`config.mk`:
```
export PLATFORM = sky130hd
export DESIGN_NAME = annexb_nal_unit_splitter_unit
export DESIGN_NICKNAME = d
export VERILOG_FILES = /design/src/nalsp_pkg.sv /design/src/nalsp_in_stage.sv /design/src/nalsp_core.sv /design/src/nalsp_out_stage.sv /design/src/annexb_nal_unit_splitter_unit.sv
export SDC_FILE = /design/constraint.sdc
export NUM_CORES = 1
export LEC_CHECK = 0
export BUFFER_PORTS_ARGS = -buffer_cell sky130_fd_sc_hd__buf_4
export CAP_MARGIN = 15
export CORE_MARGIN = 8
export CORE_UTILIZATION = 64
export DETAILED_ROUTE_END_ITERATION = 12
export PLACE_DENSITY_LB_ADDON = 0.2
export SLEW_MARGIN = 30
export SYNTH_ARGS = -nofsm -noshare
export SYNTH_HDL_FRONTEND = slang
export SYNTH_SLANG_ARGS = --single-unit
```
`constraint.sdc`:
```
create_clock -name clk -period 9.6 [get_ports clk]
set_input_delay 0.48 -clock clk [delete_from_list [all_inputs] [get_ports clk]]
set_output_delay 0.48 -clock clk [all_outputs]
set_load 0.02 [all_outputs]
```
`src/nalsp_pkg.sv`:
```
// ----------------------------------------------------------------------------
// NAL splitter package
// Shared types and constants for the Annex B NAL unit splitter.
// ----------------------------------------------------------------------------
`default_nettype none

package nalsp_pkg;

  // Field widths
  localparam int BYTE_W  = 8;
  localparam int POS_W   = 32;
  localparam int LEN_W   = 20;
  localparam int STAT_W  = 2;
  localparam int PHASE_W = 2;
  localparam int IN_DATA_W  = 8;
  localparam int OUT_DATA_W = 64;

  // Length register reset value and saturation mark
  localparam logic [LEN_W-1:0] MAX_LEN_RST = 20'd100000;
  localparam logic [LEN_W-1:0] LEN_SAT     = 20'hFFFFF;

  // Record status codes
  localparam logic [STAT_W-1:0] ST_OK      = 2'd0;
  localparam logic [STAT_W-1:0] ST_NOSTART = 2'd1;
  localparam logic [STAT_W-1:0] ST_SAT     = 2'd2;

  // Header field masks
  localparam logic [BYTE_W-1:0] HDR_FZ_MASK   = 8'h80;
  localparam logic [BYTE_W-1:0] HDR_REF_MASK  = 8'h60;
  localparam logic [BYTE_W-1:0] HDR_TYPE_MASK = 8'h1f;

  // One incoming stream byte
  typedef struct packed {
    logic [BYTE_W-1:0] byte_value;
    logic              end_of_stream;
  } item_t;

  // One unit record, as sent out
  typedef struct packed {
    logic [STAT_W-1:0] status;
    logic [4:0]        unit_type;
    logic [1:0]        ref_idc;
    logic              forbidden_zero;
    logic [LEN_W-1:0]  payload_length;
    logic              prefix_four;
    logic [POS_W-1:0]  unit_offset;
  } rec_t;

endpackage

`default_nettype wire

```
`src/nalsp_in_stage.sv`:
```
// ----------------------------------------------------------------------------
// NAL splitter input stage
// Registers one incoming stream item and holds it until the core takes it.
// ----------------------------------------------------------------------------
`default_nettype none

module nalsp_in_stage
  import nalsp_pkg::*;
(
  input  wire logic  clk,
  input  wire logic  rst_n,
  input  wire logic  in_valid,
  output logic       in_ready,
  input  wire item_t in_item,
  output logic       item_valid,
  output item_t      item,
  input  wire logic  item_done
);

  logic  valid_r, valid_nxt;
  item_t item_r;

  // Free when empty or when the held item leaves this cycle
  assign in_ready = !valid_r || item_done;

  always_comb begin
    valid_nxt = valid_r;
    if (in_valid && in_ready) begin
      valid_nxt = 1'b1;
    end else if (item_done) begin
      valid_nxt = 1'b0;
    end
  end

  always_ff @(posedge clk) begin
    if (!rst_n) begin
      valid_r <= 1'b0;
    end else begin
      valid_r <= valid_nxt;
    end
  end

  // Payload, no reset
  always_ff @(posedge clk) begin
    if (in_valid && in_ready) begin
      item_r <= in_item;
    end
  end

  assign item_valid = valid_r;
  assign item       = item_r;

endmodule

`default_nettype wire

```
`src/nalsp_core.sv`:
```
// ----------------------------------------------------------------------------
// NAL splitter core
// Start code match, scan state, unit records; one byte/cycle unless stalled.
// ----------------------------------------------------------------------------
`default_nettype none

module nalsp_core
  import nalsp_pkg::*;
(
  input  wire logic             clk,
  input  wire logic             rst_n,
  input  wire logic             cfg_wr_en,
  input  wire logic [LEN_W-1:0] cfg_wr_data,
  input  wire logic             item_valid,
  input  wire item_t            item,
  input  wire logic             out_free,
  output logic                  item_done,
  output logic                  rec_load,
  output rec_t                  rec
);

  localparam logic [PHASE_W-1:0] PH_AWAIT = 2'd0;
  localparam logic [PHASE_W-1:0] PH_HUNT  = 2'd1;
  localparam logic [PHASE_W-1:0] PH_UNIT  = 2'd2;

  localparam logic [LEN_W-1:0] LEN_ONE   = 20'd1;
  localparam logic [LEN_W-1:0] PFX3_LEN  = 20'd3;
  localparam logic [LEN_W-1:0] PFX4_LEN  = 20'd4;
  localparam logic [POS_W-1:0] PFX3_BACK = 32'd2;
  localparam logic [POS_W-1:0] PFX4_BACK = 32'd3;
  localparam logic [POS_W-1:0] POS_TWO   = 32'd2;
  localparam logic [POS_W-1:0] POS_THREE = 32'd3;

  logic [LEN_W-1:0]   max_len_r;
  logic [23:0]        recent_r, recent_nxt;
  logic [PHASE_W-1:0] phase_r, phase_nxt;
  logic [POS_W-1:0]   pos_r, pos_nxt;
  logic [POS_W-1:0]   start_r, start_nxt;
  logic [LEN_W-1:0]   count_r, count_nxt;
  logic [BYTE_W-1:0]  hdr_r, hdr_nxt;
  logic               pf4_r, pf4_nxt;

  logic [BYTE_W-1:0]  b;
  logic               eos;
  logic               four, three, code_end;
  logic [LEN_W-1:0]   count_inc, raw;
  logic [BYTE_W-1:0]  hdr_eff, hdr_out;
  logic [BYTE_W-1:0]  fz_bits, ref_bits, type_bits;
  logic               sat;
  logic               has_rec;
  logic               do_open, open_four;
  rec_t               rec_c;

  // Length register
  always_ff @(posedge clk) begin
    if (!rst_n) begin
      max_len_r <= MAX_LEN_RST;
    end else if (cfg_wr_en) begin
      max_len_r <= cfg_wr_data;
    end
  end

  // Start code match on the last three bytes plus this one
  assign b        = item.byte_value;
  assign eos      = item.end_of_stream;
  assign four     = (recent_r == 24'd0) && (b == 8'd1);
  assign three    = (recent_r[15:0] == 16'd0) && (b == 8'd1);
  assign code_end = four || three;

  // Payload count and header capture for an open unit
  assign count_inc = (count_r != LEN_SAT) ? count_r + LEN_ONE : count_r;
  assign hdr_eff   = (count_inc == LEN_ONE) ? b : hdr_r;
  assign raw       = four  ? count_inc - PFX4_LEN :
                     three ? count_inc - PFX3_LEN : count_inc;
  assign sat       = (count_inc == LEN_SAT) || (raw > max_len_r);
  assign hdr_out   = ((raw == '0) && !sat) ? '0 : hdr_eff;
  assign fz_bits   = (hdr_out & HDR_FZ_MASK) >> 7;
  assign ref_bits  = (hdr_out & HDR_REF_MASK) >> 5;
  assign type_bits = hdr_out & HDR_TYPE_MASK;

  // Scan decisions, record and next state
  always_comb begin
    has_rec    = 1'b0;
    do_open    = 1'b0;
    open_four  = 1'b0;
    phase_nxt  = phase_r;
    count_nxt  = count_r;
    hdr_nxt    = hdr_r;
    recent_nxt = {recent_r[15:0], b};
    pos_nxt    = pos_r + 32'd1;
    start_nxt  = start_r;
    pf4_nxt    = pf4_r;
    rec_c      = '0;
    unique case (phase_r)
      PH_AWAIT: begin
        if ((pos_r == POS_TWO) && three) begin
          do_open = 1'b1;
        end else if (pos_r == POS_THREE) begin
          if (four) begin
            do_open   = 1'b1;
            open_four = 1'b1;
          end else begin
            has_rec      = 1'b1;
            rec_c.status = ST_NOSTART;
            if (three) begin
              do_open = 1'b1;
            end else begin
              phase_nxt = PH_HUNT;
            end
          end
        end
      end
      PH_HUNT: begin
        do_open   = code_end;
        open_four = four;
      end
      PH_UNIT: begin
        count_nxt = count_inc;
        hdr_nxt   = hdr_eff;
        if (code_end || eos) begin
          has_rec              = 1'b1;
          rec_c.unit_offset    = start_r;
          rec_c.prefix_four    = pf4_r;
          rec_c.payload_length = sat ? max_len_r : raw;
          rec_c.forbidden_zero = fz_bits[0];
          rec_c.ref_idc        = ref_bits[1:0];
          rec_c.unit_type      = type_bits[4:0];
          rec_c.status         = sat ? ST_SAT : ST_OK;
        end
        do_open   = code_end;
        open_four = four;
      end
      default: begin
        phase_nxt = PH_AWAIT;
      end
    endcase

    // Next state: open a unit, then end of stream clears everything
    if (do_open) begin
      phase_nxt = PH_UNIT;
      start_nxt = pos_r - (open_four ? PFX4_BACK : PFX3_BACK);
      pf4_nxt   = open_four;
      count_nxt = '0;
      hdr_nxt   = '0;
    end
    if (eos) begin
      recent_nxt = '1;
      phase_nxt  = PH_AWAIT;
      pos_nxt    = '0;
      start_nxt  = '0;
      count_nxt  = '0;
      hdr_nxt    = '0;
      pf4_nxt    = 1'b0;
    end
  end

  // Item leaves when it makes no record or the output register is free
  assign item_done = item_valid && (!has_rec || out_free);
  assign rec_load  = item_done && has_rec;
  assign rec       = rec_c;

  always_ff @(posedge clk) begin
    if (!rst_n) begin
      recent_r <= '1;
      phase_r  <= PH_AWAIT;
      pos_r    <= '0;
      start_r  <= '0;
      count_r  <= '0;
      hdr_r    <= '0;
      pf4_r    <= 1'b0;
    end else if (item_done) begin
      recent_r <= recent_nxt;
      phase_r  <= phase_nxt;
      pos_r    <= pos_nxt;
      start_r  <= start_nxt;
      count_r  <= count_nxt;
      hdr_r    <= hdr_nxt;
      pf4_r    <= pf4_nxt;
    end
  end

endmodule

`default_nettype wire

```
`src/nalsp_out_stage.sv`:
```
// ----------------------------------------------------------------------------
// NAL splitter output stage
// Holds one unit record until the downstream side takes it.
// ----------------------------------------------------------------------------
`default_nettype none

module nalsp_out_stage
  import nalsp_pkg::*;
(
  input  wire logic clk,
  input  wire logic rst_n,
  input  wire logic rec_load,
  input  wire rec_t rec,
  output logic      out_free,
  output logic      out_valid,
  input  wire logic out_ready,
  output rec_t      out_rec
);

  logic valid_r, valid_nxt;
  rec_t rec_r;

  assign out_free = !valid_r || out_ready;

  always_comb begin
    valid_nxt = valid_r;
    if (rec_load) begin
      valid_nxt = 1'b1;
    end else if (out_ready) begin
      valid_nxt = 1'b0;
    end
  end

  always_ff @(posedge clk) begin
    if (!rst_n) begin
      valid_r <= 1'b0;
    end else begin
      valid_r <= valid_nxt;
    end
  end

  // Payload, no reset
  always_ff @(posedge clk) begin
    if (rec_load) begin
      rec_r <= rec;
    end
  end

  assign out_valid = valid_r;
  assign out_rec   = rec_r;

endmodule

`default_nettype wire

```
`src/annexb_nal_unit_splitter_unit.sv`:
```
// ----------------------------------------------------------------------------
// Annex B NAL unit splitter
// Finds start codes in an Annex B byte stream and sends one record per unit.
// ----------------------------------------------------------------------------
//  channel | dir | handshake        | contents
//  in_     | in  | tvalid/tready    | tdata[7:0] byte_value, tlast end_of_stream
//  out_    | out | tvalid/tready    | tdata: unit record (see port list)
//  cfg_    | in  | wr_en            | wr_data: max_len
//
//  One byte per cycle unless a record waits on a stalled output: input
//  register, combinational match and record logic, output register. A record
//  shows on out_tvalid from the output register after its closing byte leaves the input register.
//  A stalled output only holds the input when the held byte makes a record.
//  Reset is synchronous, active low, and sets max_len to 100000.
// ----------------------------------------------------------------------------
`default_nettype none

module annexb_nal_unit_splitter_unit
  import nalsp_pkg::*;
(
  input  wire logic                  clk,
  input  wire logic                  rst_n,
  // in_tdata: [7:0] byte_value
  input  wire logic [IN_DATA_W-1:0]  in_tdata,
  input  wire logic                  in_tlast,   // end_of_stream
  input  wire logic                  in_tvalid,
  output logic                       in_tready,
  // out_tdata: [31:0] unit_offset, [32] prefix_four, [52:33] payload_length,
  // [53] forbidden_zero, [55:54] ref_idc, [60:56] unit_type, [62:61] status,
  // [63] zero
  output logic [OUT_DATA_W-1:0]      out_tdata,
  output logic                       out_tvalid,
  input  wire logic                  out_tready,
  input  wire logic                  cfg_wr_en,
  input  wire logic [LEN_W-1:0]      cfg_wr_data
);

  item_t in_item, item;
  logic  item_valid, item_done;
  logic  rec_load, out_free;
  rec_t  rec, out_rec;

  assign in_item.byte_value    = in_tdata;
  assign in_item.end_of_stream = in_tlast;

  nalsp_in_stage u_in (
    .clk        (clk),
    .rst_n      (rst_n),
    .in_valid   (in_tvalid),
    .in_ready   (in_tready),
    .in_item    (in_item),
    .item_valid (item_valid),
    .item       (item),
    .item_done  (item_done)
  );

  nalsp_core u_core (
    .clk         (clk),
    .rst_n       (rst_n),
    .cfg_wr_en   (cfg_wr_en),
    .cfg_wr_data (cfg_wr_data),
    .item_valid  (item_valid),
    .item        (item),
    .out_free    (out_free),
    .item_done   (item_done),
    .rec_load    (rec_load),
    .rec         (rec)
  );

  nalsp_out_stage u_out (
    .clk       (clk),
    .rst_n     (rst_n),
    .rec_load  (rec_load),
    .rec       (rec),
    .out_free  (out_free),
    .out_valid (out_tvalid),
    .out_ready (out_tready),
    .out_rec   (out_rec)
  );

  // Record fields packed from bit 0 up, top bit zero
  assign out_tdata = {1'b0, out_rec};

endmodule

`default_nettype wire

```
==> impl_metrics.env <==
export IMPL_run_status="finished, final reports clean"
export IMPL_cts_clk_slew_worst_paths_ps=60
export IMPL_grt_pass1_wl_um=44200
export IMPL_rr_worst_depth=20
export IMPL_r2r_end="u_out.out_rec[53]"
export IMPL_grt_overflow=0
export IMPL_pwr_share_comb_pct=5.5
export IMPL_p_sw_share_pct=21.8
export IMPL_coreArea_um2=16500
export IMPL_die_area_um2=21300
export IMPL_synth_compound_area_share_pct=11.1
export IMPL_detail_route_vias_per_cell=6.02
export IMPL_routed_via_count=8953
export IMPL_hold_viol=0
export IMPL_tightest_slew_ps=979
export IMPL_synth_xor_area_share_pct=7.14
export IMPL_r2r_start="u_core.count_r[11]"
export IMPL_cts_max_level=1
export IMPL_areaGrowthSynthToFinish_pct=15.4
export IMPL_critPathRequiredTime_ps=9850
export IMPL_endpoint_kind="flop"
export IMPL_timing_fmax_ghz=0.138
export IMPL_p_clk_share_pct=47.5
export IMPL_synth_top_family_by_area="simple AND/OR/NAND/NOR gates"
export IMPL_cts_resized_gates=0
export IMPL_wl_um=27300
export IMPL_ant_nets=0
export IMPL_cts_hold_buf=0
export IMPL_pin_count=100
export IMPL_r2r_slack_ps=2370
export IMPL_drive_gt1_share_pct=13.3
export IMPL_place_congestion=0.927
export IMPL_setup_tns_ps=0
export IMPL_detailedPlace_worstSlack_ps=2590
export IMPL_cts_buffer_depth=3
export IMPL_setup_violations=0
export IMPL_max_stage_delay_ps=670
export IMPL_cts_sinks=213
export IMPL_post_cts_repair_setup_buffers=0
export IMPL_avgSynthCellArea_um2=9.05
export IMPL_firstDrtPassIters=5
export IMPL_path_max_fanout=10
export IMPL_antenna_found_initial=0
export IMPL_period_share_pct=75.3
export IMPL_hold_start="in_tdata[5]"
export IMPL_cap_violations=0
export IMPL_drc=0
export IMPL_synth_adder_area_share_pct=3.48
export IMPL_cts_root_buf="clkbuf_16"
export IMPL_ys_types=74
export IMPL_mappedNetlistNets=1256
export IMPL_grt_max_degree=67
export IMPL_dp_hpwl_um=19300
export IMPL_yosysWarnings=0
export IMPL_timing_final_crit_period_ps=7230
export IMPL_row_count=47
export IMPL_hp_class="in2reg"
export IMPL_portBuffers=98
export IMPL_nNetsFinal=1314
export IMPL_syn_area_um2=10800
export IMPL_p_int_mw=1.60
export IMPL_power_per_cell_area_nw_per_um2=165
export IMPL_slew_headroom_pct=34.6
export IMPL_finalMaxSlewViolations=0
export IMPL_async_flop_share_pct=0
export IMPL_ys_seq_elements=213
export IMPL_hold_depth=1
export IMPL_die_x_um=146
export IMPL_cts_buffers=23
export IMPL_dieHeight_um=146
export IMPL_clk_latency_ps=520
export IMPL_rsz0062_at_grt="no"
export IMPL_drtIter0Drc=765
export IMPL_synth_cells=1192
export IMPL_p_seq_share_pct=47.1
export IMPL_fin_worst_skew_ps=12.9
export IMPL_diodes=0
export IMPL_start_kind="flop"
export IMPL_synthMuxAreaShare_pct=3.35
export IMPL_synthSimpleGateAreaFrac_pct=24.3
export IMPL_routedWlPerCell_um=18.4
export IMPL_start_util_pct=65.3
export IMPL_path_class="reg2reg"
export IMPL_cpMaxStageDelayCell="nor4_2"
export IMPL_leakage_nw=5.11
export IMPL_cts_tree="yes"
export IMPL_synth_ff_type="dfxtp_1"
export IMPL_finalWorstSetupSlack_ps=2370
export IMPL_track_usage_pct=25.0
export IMPL_max_vdd_ir_drop_mv=0.191
export IMPL_ys_seq_area_share_pct=46.2
export IMPL_grt_pass1_vias=8602
export IMPL_switchingPower_mw=0.448
export IMPL_worstPathCellList="nand4_4 > nor4_2 > nand2_1 > mux2i_1 > inv_1 > ha_1 > a211o_1 > nor2_1 > and4_1 > xnor2_1 > ha_1 > nand4_1 > nor4_1 > a221o_1 > o31ai_1 > o211ai_1 > or4_1 > or4_4 > o41ai_4 > nor2_1"
export IMPL_arrival_ps=7480
export IMPL_worst_hold_path_endpoint="u_in.item[6]"
export IMPL_synth_edf_count=72
-- synthesized netlist by cell type (all sizes together), types with 24 or more instances --
| master | instances | area, um2 |
|---|---|---|
| inv | 39 | 146 |
| nand2 | 112 | 420 |
| a21oi | 59 | 295 |
| and2 | 45 | 282 |
| nand3 | 53 | 265 |
| nand4 | 24 | 165 |
| xnor2 | 43 | 377 |
| edfxtp | 72 | 2160 |
| dfxtp | 141 | 2820 |
| nor2 | 155 | 589 |
| xor2 | 45 | 394 |
| ha | 30 | 375 |
| o21ai | 30 | 150 |
| mux2i | 35 | 350 |
| nor3 | 52 | 265 |
| clkbuf | 56 | 210 |
-- logic make-up (layout without fill, tap and decap cells) --
kind of cell / Yosys count / in the layout
and+or+nand+nor: 530 / 530
other: 1 / 1
xor gates and xnor gates: 88 / 88
buffers and inverters: 116 / 191
muxes: 36 / 36
AOI/OAI and AO/OA: 178 / 178
DFF: 213 / 213
adders and majority gates: 30 / 30
-- power groups by stage --
stage / registers [mW] / clock network, mW / logic, mW
3_3_place_gp: 0.983 / 0 / 0.107
5_1_grt: 0.967 / 1.02 / 0.125
6_report: 0.965 / 0.974 / 0.112
3_5_place_dp: 0.984 / 0 / 0.109
4_1_cts: 0.965 / 0.983 / 0.111
2_1_floorplan: 0.980 / 0 / 0.0773
-- per-layer routing --
| metal | global-route usage (%) | vias to the layer above | share of wire [%] |
|---|---|---|---|
| met5 | 0 | - | 0 |
| met4 | 10.2 | 0 | 3.6 |
| met3 | 4.20 | 74 | 6.1 |
| met2 | 42.6 | 319 | 49 |
| met1 | 30.9 | 4237 | 42 |
| li1 | - | 4323 | - |
-- worst max-delay path: cells and delay by family (launching register included) --
family                   cells  cell delay [ps]
buffers and inverters        1               80
adder cells (fa/ha/maj)      2              540
flip-flops                   1              520
AO/OA/AOI/OAI                5             1850
AND/OR/NAND/NOR             10             3370
multiplexers                 1              400
XOR/XNOR                     1              190
-- worst max-delay path by stage --
stage	startpoint	to	slack, ps	cells after the start
after CTS	u_core.count_r[11]	u_out.out_rec[53]	2540	20
after floorplan	u_core.count_r[1]	u_out.out_rec[53]	3900	23
after detailed placement	u_core.count_r[11]	u_out.out_rec[53]	2590	20
after global routing	u_core.count_r[11]	u_out.out_rec[53]	2030	20
after global placement	u_core.count_r[11]	u_out.out_rec[59]	2880	20
final	u_core.count_r[11]	u_out.out_rec[53]	2370	20
-- per-stage QoR --
step,utilization [%],hold slack [ps],std cells,power [mW],area [um2]
after global routing,75.4,115,1487,2.11,12500
after global placement,70.3,439,1445,1.09,11600
after CTS,75.4,116,1487,2.06,12500
final,75.4,129,1487,2.05,12500
after floorplan,-,427,1192,1.06,10800
after detailed placement,70.3,460,1445,1.09,11600
-- layout make-up --
cell class	count	area, um2
Clock inverter	15	239
Multi-Input combinational cell	863	5390
Clock buffer	27	601
Inverter	39	146
Sequential cell	213	4980
Timing Repair Buffer	110	826
Fill cell	1202	4070
Tap cell	220	275
-- cells in the final DEF, fill, tap and decap left out, drive strengths merged, types with 3 or more instances in the layout --
| master | synthesis | final |
|---|---|---|
| nor3 | 52 | 52 |
| xnor2 | 43 | 43 |
| a21oi | 59 | 59 |
| nand3b | 4 | 4 |
| bufinv | 0 | 6 |
| xor2 | 45 | 45 |
| edfxtp | 72 | 72 |
| or4 | 9 | 9 |
| nor2b | 3 | 3 |
| ha | 30 | 30 |
| nand2 | 112 | 112 |
| o31ai | 3 | 3 |
| and3 | 15 | 15 |
| o21ai | 30 | 30 |
| inv | 39 | 39 |
| mux2i | 35 | 35 |
| dfxtp | 141 | 141 |
| o21a | 5 | 5 |
| nor4 | 22 | 22 |
| clkinv | 0 | 9 |
| a211o | 4 | 4 |
| a2111oi | 3 | 3 |
| o211ai | 11 | 11 |
| nand4b | 3 | 3 |
| buf | 21 | 110 |
| a22o | 14 | 14 |
| or3 | 12 | 12 |
| a211oi | 14 | 14 |
| and4 | 6 | 6 |
| nand4 | 24 | 24 |
| and2 | 45 | 45 |
| nand3 | 53 | 53 |
| a31oi | 6 | 6 |
| clkbuf | 56 | 27 |
| a21o | 7 | 7 |
| o21bai | 3 | 3 |
| nor2 | 155 | 155 |
| or2 | 6 | 6 |
-- state kept, by name, summed over array words and instances (netlist names), 2 cells and up --
register,cells
u_core.recent_r,24
u_core.start_r,32
u_core.count_r,20
u_in.item,9
u_out.out_rec,63
u_core.phase_r,2
u_core.hdr_r,8
u_core.max_len_r,20
u_core.pos_r,32
No activity file was read; power rests on OpenSTA's default activity.
